`src/hw/rtl/lkvc_pkg.sv`:
```
// Shared types and constants for the LRU key-value cache.
// Used by lkvc_ctrl, lkvc_datapath and lru_key_value_cache_core; no dependencies.
package lkvc_pkg;

   // Store geometry
   localparam int ENTRIES = 16;
   localparam int IDX_W   = (ENTRIES > 1) ? $clog2(ENTRIES) : 1;
   localparam int AGE_W   = IDX_W;
   localparam int COUNT_W = $clog2(ENTRIES + 1);

   // Field widths
   localparam int KEY_W   = 32;
   localparam int VALUE_W = 32;
   localparam int CAP_W   = 5;
   localparam int CMP_W   = (COUNT_W > CAP_W) ? COUNT_W : CAP_W;

   localparam logic [CAP_W-1:0] CAP_RESET = CAP_W'(16);

   // Request codes
   localparam logic ACTION_GET = 1'b0;
   localparam logic ACTION_PUT = 1'b1;

   typedef logic [AGE_W-1:0] age_type;

   typedef enum logic [1:0] {
      ST_IDLE,
      ST_MATCH,
      ST_UPDATE
   } state_type;

   // Controller to datapath
   typedef struct packed {
      logic load;
      logic match;
      logic update;
   } cmd_type;

   // Datapath to controller
   typedef struct packed {
      logic rsp_busy;
   } status_type;

endpackage

```
`src/hw/rtl/lkvc_ctrl.sv`:
```
// Sequencing state machine of the LRU key-value cache.
// Depends on lkvc_pkg; drives the command word to lkvc_datapath.
module lkvc_ctrl (
   input  logic                clock,
   input  logic                reset,
   input  logic                req_valid,
   output logic                req_stall,
   input  logic                rsp_stall,
   input  lkvc_pkg::status_type status,
   output lkvc_pkg::cmd_type   cmd
);

   lkvc_pkg::state_type state_ff;
   lkvc_pkg::state_type state_in;

   // State register
   always_ff @(posedge clock) begin
      if (reset) begin
         state_ff <= lkvc_pkg::ST_IDLE;
      end else begin
         state_ff <= state_in;
      end
   end

   // Next state and commands
   always_comb begin
      state_in   = state_ff;
      cmd        = '0;
      req_stall  = 1'b1;
      unique case (state_ff)
         lkvc_pkg::ST_IDLE: begin
            req_stall = 1'b0;
            if (req_valid) begin
               cmd.load = 1'b1;
               state_in = lkvc_pkg::ST_MATCH;
            end
         end
         lkvc_pkg::ST_MATCH: begin
            cmd.match = 1'b1;
            // advance only once the output register will be free
            if (!status.rsp_busy || !rsp_stall) begin
               state_in = lkvc_pkg::ST_UPDATE;
            end
         end
         lkvc_pkg::ST_UPDATE: begin
            cmd.update = 1'b1;
            state_in   = lkvc_pkg::ST_IDLE;
         end
         default: begin
            state_in = lkvc_pkg::ST_IDLE;
         end
      endcase
   end

endmodule

```
`src/hw/rtl/lkvc_datapath.sv`:
```
// Entry store, parallel key match, recency ranks and output register of the cache.
// Depends on lkvc_pkg; steered by the command word from lkvc_ctrl.
module lkvc_datapath (
   input  logic                               clock,
   input  logic                               reset,
   input  lkvc_pkg::cmd_type                  cmd,
   output lkvc_pkg::status_type               status,
   input  logic                               req_action,
   input  logic signed [lkvc_pkg::KEY_W-1:0]   req_lookup_key,
   input  logic signed [lkvc_pkg::VALUE_W-1:0] req_write_value,
   input  logic                               csr_write_enable,
   input  logic [lkvc_pkg::CAP_W-1:0]          csr_write_data,
   output logic                               rsp_valid,
   input  logic                               rsp_stall,
   output logic                               rsp_hit,
   output logic signed [lkvc_pkg::VALUE_W-1:0] rsp_read_value,
   output logic                               rsp_evicted
);

   localparam int N = lkvc_pkg::ENTRIES;

   // Captured request word
   logic                          req_put_ff;
   logic [lkvc_pkg::KEY_W-1:0]    req_key_ff;
   logic [lkvc_pkg::VALUE_W-1:0]  req_value_ff;

   // Entry store
   logic [lkvc_pkg::KEY_W-1:0]    keys_ff   [N];
   logic [lkvc_pkg::VALUE_W-1:0]  values_ff [N];
   logic [N-1:0]                  valid_ff;
   logic [N-1:0]                  valid_in;
   lkvc_pkg::age_type             age_ff [N];
   lkvc_pkg::age_type             age_in [N];
   logic [lkvc_pkg::COUNT_W-1:0]  live_count_ff;
   logic [lkvc_pkg::COUNT_W-1:0]  live_count_in;
   logic [lkvc_pkg::CAP_W-1:0]    capacity_ff;

   // Match stage registers
   logic                          hit_ff;
   logic [N-1:0]                  found_mask_ff;
   lkvc_pkg::age_type             found_age_ff;
   logic [lkvc_pkg::VALUE_W-1:0]  found_value_ff;
   logic                          evict_ff;
   logic [N-1:0]                  victim_mask_ff;

   // Output register
   logic                          rsp_valid_ff;
   logic                          rsp_hit_ff;
   logic [lkvc_pkg::VALUE_W-1:0]  rsp_read_value_ff;
   logic                          rsp_evicted_ff;

   // Match stage logic
   logic [N-1:0]                  match_vec;
   logic [N-1:0]                  victim_vec;
   lkvc_pkg::age_type             match_age;
   logic [lkvc_pkg::VALUE_W-1:0]  match_value;
   lkvc_pkg::age_type             last_rank;
   logic [lkvc_pkg::CMP_W-1:0]    cap_ext;
   logic [lkvc_pkg::CMP_W-1:0]    eff_cap;
   logic                          need_evict;

   // Update stage logic
   logic [N-1:0]                  kept_vec;
   logic [N-1:0]                  free_vec;
   logic [N-1:0]                  slot_vec;
   logic                          slot_found;
   logic                          insert;
   logic                          rsp_take;

   // Capture request and configuration
   always_ff @(posedge clock) begin
      if (cmd.load) begin
         req_put_ff   <= req_action;
         req_key_ff   <= req_lookup_key;
         req_value_ff <= req_write_value;
      end
   end

   always_ff @(posedge clock) begin
      if (reset) begin
         capacity_ff <= lkvc_pkg::CAP_RESET;
      end else if (csr_write_enable) begin
         capacity_ff <= csr_write_data;
      end
   end

   // Compare the key against every live entry; find the oldest by its rank
   always_comb begin
      match_age   = '0;
      match_value = '0;
      last_rank   = lkvc_pkg::AGE_W'(live_count_ff - lkvc_pkg::COUNT_W'(1));
      for (int i = 0; i < N; i++) begin
         match_vec[i]  = valid_ff[i] && (keys_ff[i] == req_key_ff);
         victim_vec[i] = valid_ff[i] && (age_ff[i] == last_rank);
         if (match_vec[i]) begin
            match_age   = match_age | age_ff[i];
            match_value = match_value | values_ff[i];
         end
      end
   end

   // Clamp capacity to 1 .. ENTRIES
   always_comb begin
      cap_ext = lkvc_pkg::CMP_W'(capacity_ff);
      if (cap_ext == '0) begin
         eff_cap = lkvc_pkg::CMP_W'(1);
      end else if (cap_ext > lkvc_pkg::CMP_W'(N)) begin
         eff_cap = lkvc_pkg::CMP_W'(N);
      end else begin
         eff_cap = cap_ext;
      end
      need_evict = (match_vec == '0) && (req_put_ff == lkvc_pkg::ACTION_PUT) &&
                   (lkvc_pkg::CMP_W'(live_count_ff) >= eff_cap);
   end

   // Hold match results for the update cycle
   always_ff @(posedge clock) begin
      if (cmd.match) begin
         hit_ff         <= (match_vec != '0);
         found_mask_ff  <= match_vec;
         found_age_ff   <= match_age;
         found_value_ff <= match_value;
         evict_ff       <= need_evict;
         victim_mask_ff <= victim_vec;
      end
   end

   // Pick the first free slot once the victim is dropped
   assign kept_vec   = valid_ff & ~(evict_ff ? victim_mask_ff : '0);
   assign free_vec   = ~kept_vec;
   assign slot_vec   = free_vec & (~free_vec + N'(1));
   assign slot_found = (slot_vec != '0);
   assign insert     = !hit_ff && (req_put_ff == lkvc_pkg::ACTION_PUT) && slot_found;

   // Next ranks, valid marks and occupancy
   always_comb begin
      valid_in      = valid_ff;
      live_count_in = live_count_ff;
      for (int i = 0; i < N; i++) begin
         age_in[i] = age_ff[i];
      end
      if (hit_ff) begin
         for (int i = 0; i < N; i++) begin
            if (found_mask_ff[i]) begin
               age_in[i] = '0;
            end else if (valid_ff[i] && (age_ff[i] < found_age_ff)) begin
               age_in[i] = age_ff[i] + lkvc_pkg::AGE_W'(1);
            end
         end
      end else if (req_put_ff == lkvc_pkg::ACTION_PUT) begin
         valid_in      = kept_vec | slot_vec;
         live_count_in = live_count_ff - lkvc_pkg::COUNT_W'(evict_ff)
                         + lkvc_pkg::COUNT_W'(slot_found);
         if (slot_found) begin
            for (int i = 0; i < N; i++) begin
               if (slot_vec[i]) begin
                  age_in[i] = '0;
               end else if (kept_vec[i]) begin
                  age_in[i] = age_ff[i] + lkvc_pkg::AGE_W'(1);
               end
            end
         end
      end
   end

   // Control state of the store
   always_ff @(posedge clock) begin
      if (reset) begin
         valid_ff      <= '0;
         live_count_ff <= '0;
         for (int i = 0; i < N; i++) begin
            age_ff[i] <= '0;
         end
      end else if (cmd.update) begin
         valid_ff      <= valid_in;
         live_count_ff <= live_count_in;
         for (int i = 0; i < N; i++) begin
            age_ff[i] <= age_in[i];
         end
      end
   end

   // Key and value payload
   always_ff @(posedge clock) begin
      if (cmd.update) begin
         for (int i = 0; i < N; i++) begin
            if (insert && slot_vec[i]) begin
               keys_ff[i]   <= req_key_ff;
               values_ff[i] <= req_value_ff;
            end else if (hit_ff && found_mask_ff[i] &&
                         (req_put_ff == lkvc_pkg::ACTION_PUT)) begin
               values_ff[i] <= req_value_ff;
            end
         end
      end
   end

   // Output register: fill on update, drop when taken
   assign rsp_take = rsp_valid_ff && !rsp_stall;

   always_ff @(posedge clock) begin
      if (reset) begin
         rsp_valid_ff <= 1'b0;
      end else if (cmd.update) begin
         rsp_valid_ff <= 1'b1;
      end else if (rsp_take) begin
         rsp_valid_ff <= 1'b0;
      end
   end

   always_ff @(posedge clock) begin
      if (cmd.update) begin
         rsp_hit_ff        <= hit_ff;
         rsp_evicted_ff    <= evict_ff;
         rsp_read_value_ff <= (hit_ff && (req_put_ff == lkvc_pkg::ACTION_GET)) ?
                              found_value_ff : '0;
      end
   end

   assign rsp_valid       = rsp_valid_ff;
   assign rsp_hit         = rsp_hit_ff;
   assign rsp_read_value  = rsp_read_value_ff;
   assign rsp_evicted     = rsp_evicted_ff;
   assign status.rsp_busy = rsp_valid_ff;

endmodule

```
`src/hw/rtl/lru_key_value_cache_core.sv`:
```
// LRU key-value cache core: 16-entry fully associative store, least recent evicted.
// The request word is captured on acceptance; the match and update states then run
// over the shared entry store and the result is registered from the update state.
// No new request is taken until then; a stalled full output holds the match state.
// Reset (synchronous): clears valid marks, ranks and occupancy; capacity reads 16.
module lru_key_value_cache_core (
   input  logic                               clock,
   input  logic                               reset,
   input  logic                               req_valid,
   output logic                               req_stall,
   input  logic                               req_action,
   input  logic signed [lkvc_pkg::KEY_W-1:0]   req_lookup_key,
   input  logic signed [lkvc_pkg::VALUE_W-1:0] req_write_value,
   output logic                               rsp_valid,
   input  logic                               rsp_stall,
   output logic                               rsp_hit,
   output logic signed [lkvc_pkg::VALUE_W-1:0] rsp_read_value,
   output logic                               rsp_evicted,
   input  logic                               csr_write_enable,
   input  logic [lkvc_pkg::CAP_W-1:0]          csr_write_data
);

   lkvc_pkg::cmd_type    cmd;
   lkvc_pkg::status_type status;

   lkvc_ctrl u_ctrl (
      .clock     (clock),
      .reset     (reset),
      .req_valid (req_valid),
      .req_stall (req_stall),
      .rsp_stall (rsp_stall),
      .status    (status),
      .cmd       (cmd)
   );

   lkvc_datapath u_datapath (
      .clock            (clock),
      .reset            (reset),
      .cmd              (cmd),
      .status           (status),
      .req_action       (req_action),
      .req_lookup_key   (req_lookup_key),
      .req_write_value  (req_write_value),
      .csr_write_enable (csr_write_enable),
      .csr_write_data   (csr_write_data),
      .rsp_valid        (rsp_valid),
      .rsp_stall        (rsp_stall),
      .rsp_hit          (rsp_hit),
      .rsp_read_value   (rsp_read_value),
      .rsp_evicted      (rsp_evicted)
   );

`ifndef SYNTHESIS
   // An accepted word blocks further requests until it is finished
   assert property (@(posedge clock) disable iff (reset)
      (req_valid && !req_stall) |=> req_stall)
      else $error("request accepted while a word is in flight");

   // The update never overwrites a result still waiting
   assert property (@(posedge clock) disable iff (reset)
      cmd.update |-> !rsp_valid)
      else $error("update issued with output register full");

   // Every update presents a result next cycle
   assert property (@(posedge clock) disable iff (reset)
      cmd.update |=> rsp_valid)
      else $error("update produced no result");

   // At most one command at a time
   assert property (@(posedge clock) disable iff (reset)
      $onehot0({cmd.load, cmd.match, cmd.update}))
      else $error("overlapping controller commands");
`endif

endmodule

```
`config.mk`:
```
export PLATFORM = sky130hd
export DESIGN_NAME = lru_key_value_cache_core
export DESIGN_NICKNAME = d
export VERILOG_FILES = /design/src/hw/rtl/lkvc_pkg.sv /design/src/hw/rtl/lkvc_ctrl.sv /design/src/hw/rtl/lkvc_datapath.sv /design/src/hw/rtl/lru_key_value_cache_core.sv
export SDC_FILE = /design/constraint.sdc
export NUM_CORES = 2
export LEC_CHECK = 0
export BUFFER_PORTS_ARGS = -buffer_cell sky130_fd_sc_hd__buf_4
export CAP_MARGIN = 40
export CORE_ASPECT_RATIO = 1.2
export CORE_MARGIN = 2
export CORE_UTILIZATION = 67
export CTS_CLUSTER_DIAMETER = 150
export CTS_CLUSTER_SIZE = 25
export DETAILED_ROUTE_END_ITERATION = 8
export PLACE_DENSITY_LB_ADDON = 0.1
export SKIP_CTS_REPAIR_TIMING = 1
export SYNTH_ARGS = -nofsm -noshare
export SYNTH_HDL_FRONTEND = slang
export SYNTH_HIERARCHICAL = 1
export SYNTH_SLANG_ARGS = --single-unit
```
`constraint.sdc`:
```
create_clock -name clock -period 11 [get_ports clock]
set_input_delay 1.65 -clock clock [delete_from_list [all_inputs] [get_ports clock]]
set_output_delay 1.65 -clock clock [all_outputs]
set_load 0.03 [all_outputs]
```
==> impl_metrics.toml <==
[run_status]
status = "complete, no violations"

[synthesis]
syn-num-nets = 3372
yosysWarningCount = 6
synth_area_leader_cell = "edfxtp_1"
yosys-mux-area-fraction_pct = 0.0952
synth.ff_latch_count = 1286
synth_top_family_by_area = "XOR/XNOR gates"
netlist_instances = 3219
synth-edff-count = 1257
yosysSeqAreaShare_pct = 72.9
synth_adder_area_share_pct = 1.87
synth.distinct_cells = 63
ys_top_cells_by_area = "edfxtp_1 72%, xor2_1 8.9%, a221oi_1 2.4%"
post_synth_xor_area_fraction_pct = 10.1
synth_area_um2 = 52600
yosys.area.top_type_share_pct = 71.8
synth-simple-area-share_pct = 6.13
async_reset_ff_share_pct = 0
ys_dominant_reg_cell = "edfxtp_1"
synth-compound-area-share_pct = 6.86
avgSynthCellArea_um2 = 16.3

[pwr]
power_density_nw_per_um2 = 148
irDropWorstVdd_uv = 196
leakage_nw = 18.7

[cts]
numCtsBuffers = 57
clk_pin_slew_worst_paths_ps = 110
clockRootBuffer = "clkbuf_16"
tritoncts_num_sinks = 1286
worst_skew_pair.late_latency_ps = 710
cts_max_level = 2
tritoncts = "done"
clock_tree.buffer_depth = 3

[place]
dp_hpwl_um = 74000
dp_cells = 4293
postPlaceCellArea_um2 = 54900
finalWeightedCongestion = 0.924
portBuffers = 110

[critical_path]
arrival_ps = 5100
worstPathCellList = "buf_4 -> o21ai_1 -> nand4_1 -> nor2_1 -> nand3_1 -> a2111oi_2 -> ha_1 -> inv_1 -> ha_1 -> inv_1 -> fa_1 -> o21bai_1 -> a21oi_1 -> xnor2_1 -> or3_1 -> a21oi_1"
cell_type_of_the_slowest_stage_on_the_worst_timing_path = "nor2_1"
cp_max_fo = 24
worst_setup_path_end_kind = "register"
worstSetupPathType = "register to register"
cp-start-kind = "register"
critPathMaxStageDelay_ps = 640
crit_required_ps = 11620

[sta]
worst_slew_margin_rel_pct = 39.0
setup_viol_count_final = 0
post-route-period-util_pct = 40.7
min_period_ps = 4480
rsz_0062_raised_after_global_routing = "no"
total_negative_slack_ps = 0
fmax_achieved_ghz = 0.223
clock_skew_ps = 43.6
hold_viol = 0
finalMaxSlewViolations = 0
timing_worst_slew_pin_value_ps = 914

[cells_and_area]
finish.cell_count_without_fillers = 4389
number_of_nets_at_the_end_of_the_flow = 3480
synthToLayoutAreaGrowth_pct = 7.56
drive_gt1_share_pct = 10.2
final_cell_area_um2 = 56600
antenna_diode_count = 0

[grt]
grt_util_all_layers_pct = 32.6
globalRouteOverflowTotal = 0
maximum_number_of_pins_on_one_net_before_global_route_repair = 48
grt_pass1_vias = 29500
grt_antenna_before_repair = 0
global_route_wire_length_before_repair_um = 191000

[routing]
post_drt_via_cell_ratio = 6.71
wl_per_cell_um = 29.9
wl_um = 131000
drcViolationCount = 0
drtPass1Iterations = 6
ant_nets = 0
drt_first_iter_violations = 3262
route.vias.total = 29500

[floorplanning]
effective_utilization_at_floorplan_pct = 67.6
core-area_um2 = 77800
dieWidth_um = 260
die-area_um2 = 80700
die_height_um = 311
rows = 112
io_pins = 111

[run]
drv.max_cap_violation_count = 0

[hold_path]
min-delay-path-class = "register to register"
cell usage in the layout, fill, tap and decap left out, drive strengths merged, types with 3 or more instances in the layout:
| master | n |
|---|---|
| nand2b | 23 |
| dfxtp | 29 |
| nor2 | 115 |
| a21oi | 34 |
| mux2i | 5 |
| nor4 | 116 |
| o211ai | 9 |
| o32a | 14 |
| a211oi | 19 |
| a221oi | 144 |
| a21o | 8 |
| o21ai | 36 |
| o31ai | 5 |
| or3 | 3 |
| a22o | 144 |
| buf | 213 |
| nand2 | 61 |
| nor2b | 23 |
| ha | 77 |
| nor3 | 64 |
| inv | 37 |
| xnor2 | 76 |
| clkbuf | 92 |
| or2 | 3 |
| and3b | 14 |
| and4 | 4 |
| and2 | 35 |
| a21boi | 14 |
| nand4 | 65 |
| xor2 | 532 |
| and3 | 7 |
| nand3 | 58 |
| edfxtp | 1257 |
layout make-up:
type                       instances  area (µm²)
sequential                      1286       38300
fill                            4836       21200
multi-input combinational       1732       13500
timing repair buffer             215        1710
clock buffer                      92        1580
tap                             1026        1280
inverter                          35         131
clock inverter                     3        52.6
metal layers:
metal  wire length, µm  up-vias  track usage (%)
li1                  -    12600                -
met1             49400    14900             43.2
met2             65400     1639             54.9
met3             10600      335             4.05
met4              5750        0             13.6
met5                 0        -                0
worst paths after layout:
| kind | depth (start not counted) | startpoint | slack (ps) | to |
|---|---|---|---|---|
| max | 16 | u_datapath/evict_ff | 6520 | u_datapath/live_count_ff[4] |
| min | 2 | u_datapath/cap_ext[0] | 520 | u_datapath/cap_ext[0] |
| max reg2reg | 16 | u_datapath/evict_ff | 6520 | u_datapath/live_count_ff[4] |
| min reg2reg | 2 | u_datapath/cap_ext[0] | 520 | u_datapath/cap_ext[0] |
through the flow:
step	utilization (%)	hold WS, ps	setup slack [ps]	total power [mW]
floorplan	-	449	5670	5.86
global placement	70.4	484	6590	6.03
detailed placement	70.6	497	6650	6.05
CTS	72.7	518	6610	8.39
global route	72.7	555	6240	8.59
finish	72.7	519	6520	8.37
cell usage after synthesis (29+ instances only):
library cell and number:
a221oi_1 144, xnor2_1 76, nor4_1 114, buf_4 54, inv_1 34, dfxtp_1 29, xor2_1 532, and2_1 35
nor2_1 115, nand2_1 61, a22o_1 144, nand3_1 58, edfxtp_1 1257, nand4_1 65, nor3_1 63, a21oi_1 34
buf_2 77, clkbuf_1 32, ha_1 77
sequential cells by signal (all words and copies together) (netlist names), 2 cells and up:
| name | cells |
|---|---|
| u_datapath/req_key_ff | 32 |
| u_datapath/victim_mask_ff | 16 |
| u_datapath/found_mask_ff | 16 |
| u_datapath/rsp_read_value | 32 |
| u_datapath/req_value_ff | 32 |
| u_datapath/found_value_ff | 32 |
| u_ctrl/state_ff | 2 |
| u_datapath/values_ff | 512 |
| u_datapath/age_ff | 64 |
| u_datapath/found_age_ff | 4 |
| u_datapath/valid_ff | 16 |
| u_datapath/keys_ff | 512 |
| u_datapath/live_count_ff | 5 |
| u_datapath/cap_ext | 5 |
worst max-delay path, delay by kind of cell (launching register included):
| family | cells | cell delay (ps) |
|---|---|---|
| AND/OR/NAND/NOR | 4 | 1440 |
| AO/OA/AOI/OAI | 5 | 1110 |
| adder cells (fa/ha/maj) | 3 | 920 |
| flip-flops | 1 | 440 |
| buffers and inverters | 3 | 360 |
| XOR/XNOR | 1 | 130 |
kinds of logic after synthesis:
group                    count (synthesis)
adder cells (fa/ha/maj)                 78
AND/OR/NAND/NOR                        597
multiplexers                             5
buffers and inverters                  201
flip-flops                            1286
AO/OA/AOI/OAI                          444
XOR/XNOR                               608
report_power, final:
part	total [mW]	internal [mW]	switching, mW
Clock	2.43	0.998	1.43
Combinational	0.422	0.140	0.283
Sequential	5.52	5.44	0.0795
Total	8.37	6.58	1.79
Power figures use the tool's default switching activity.
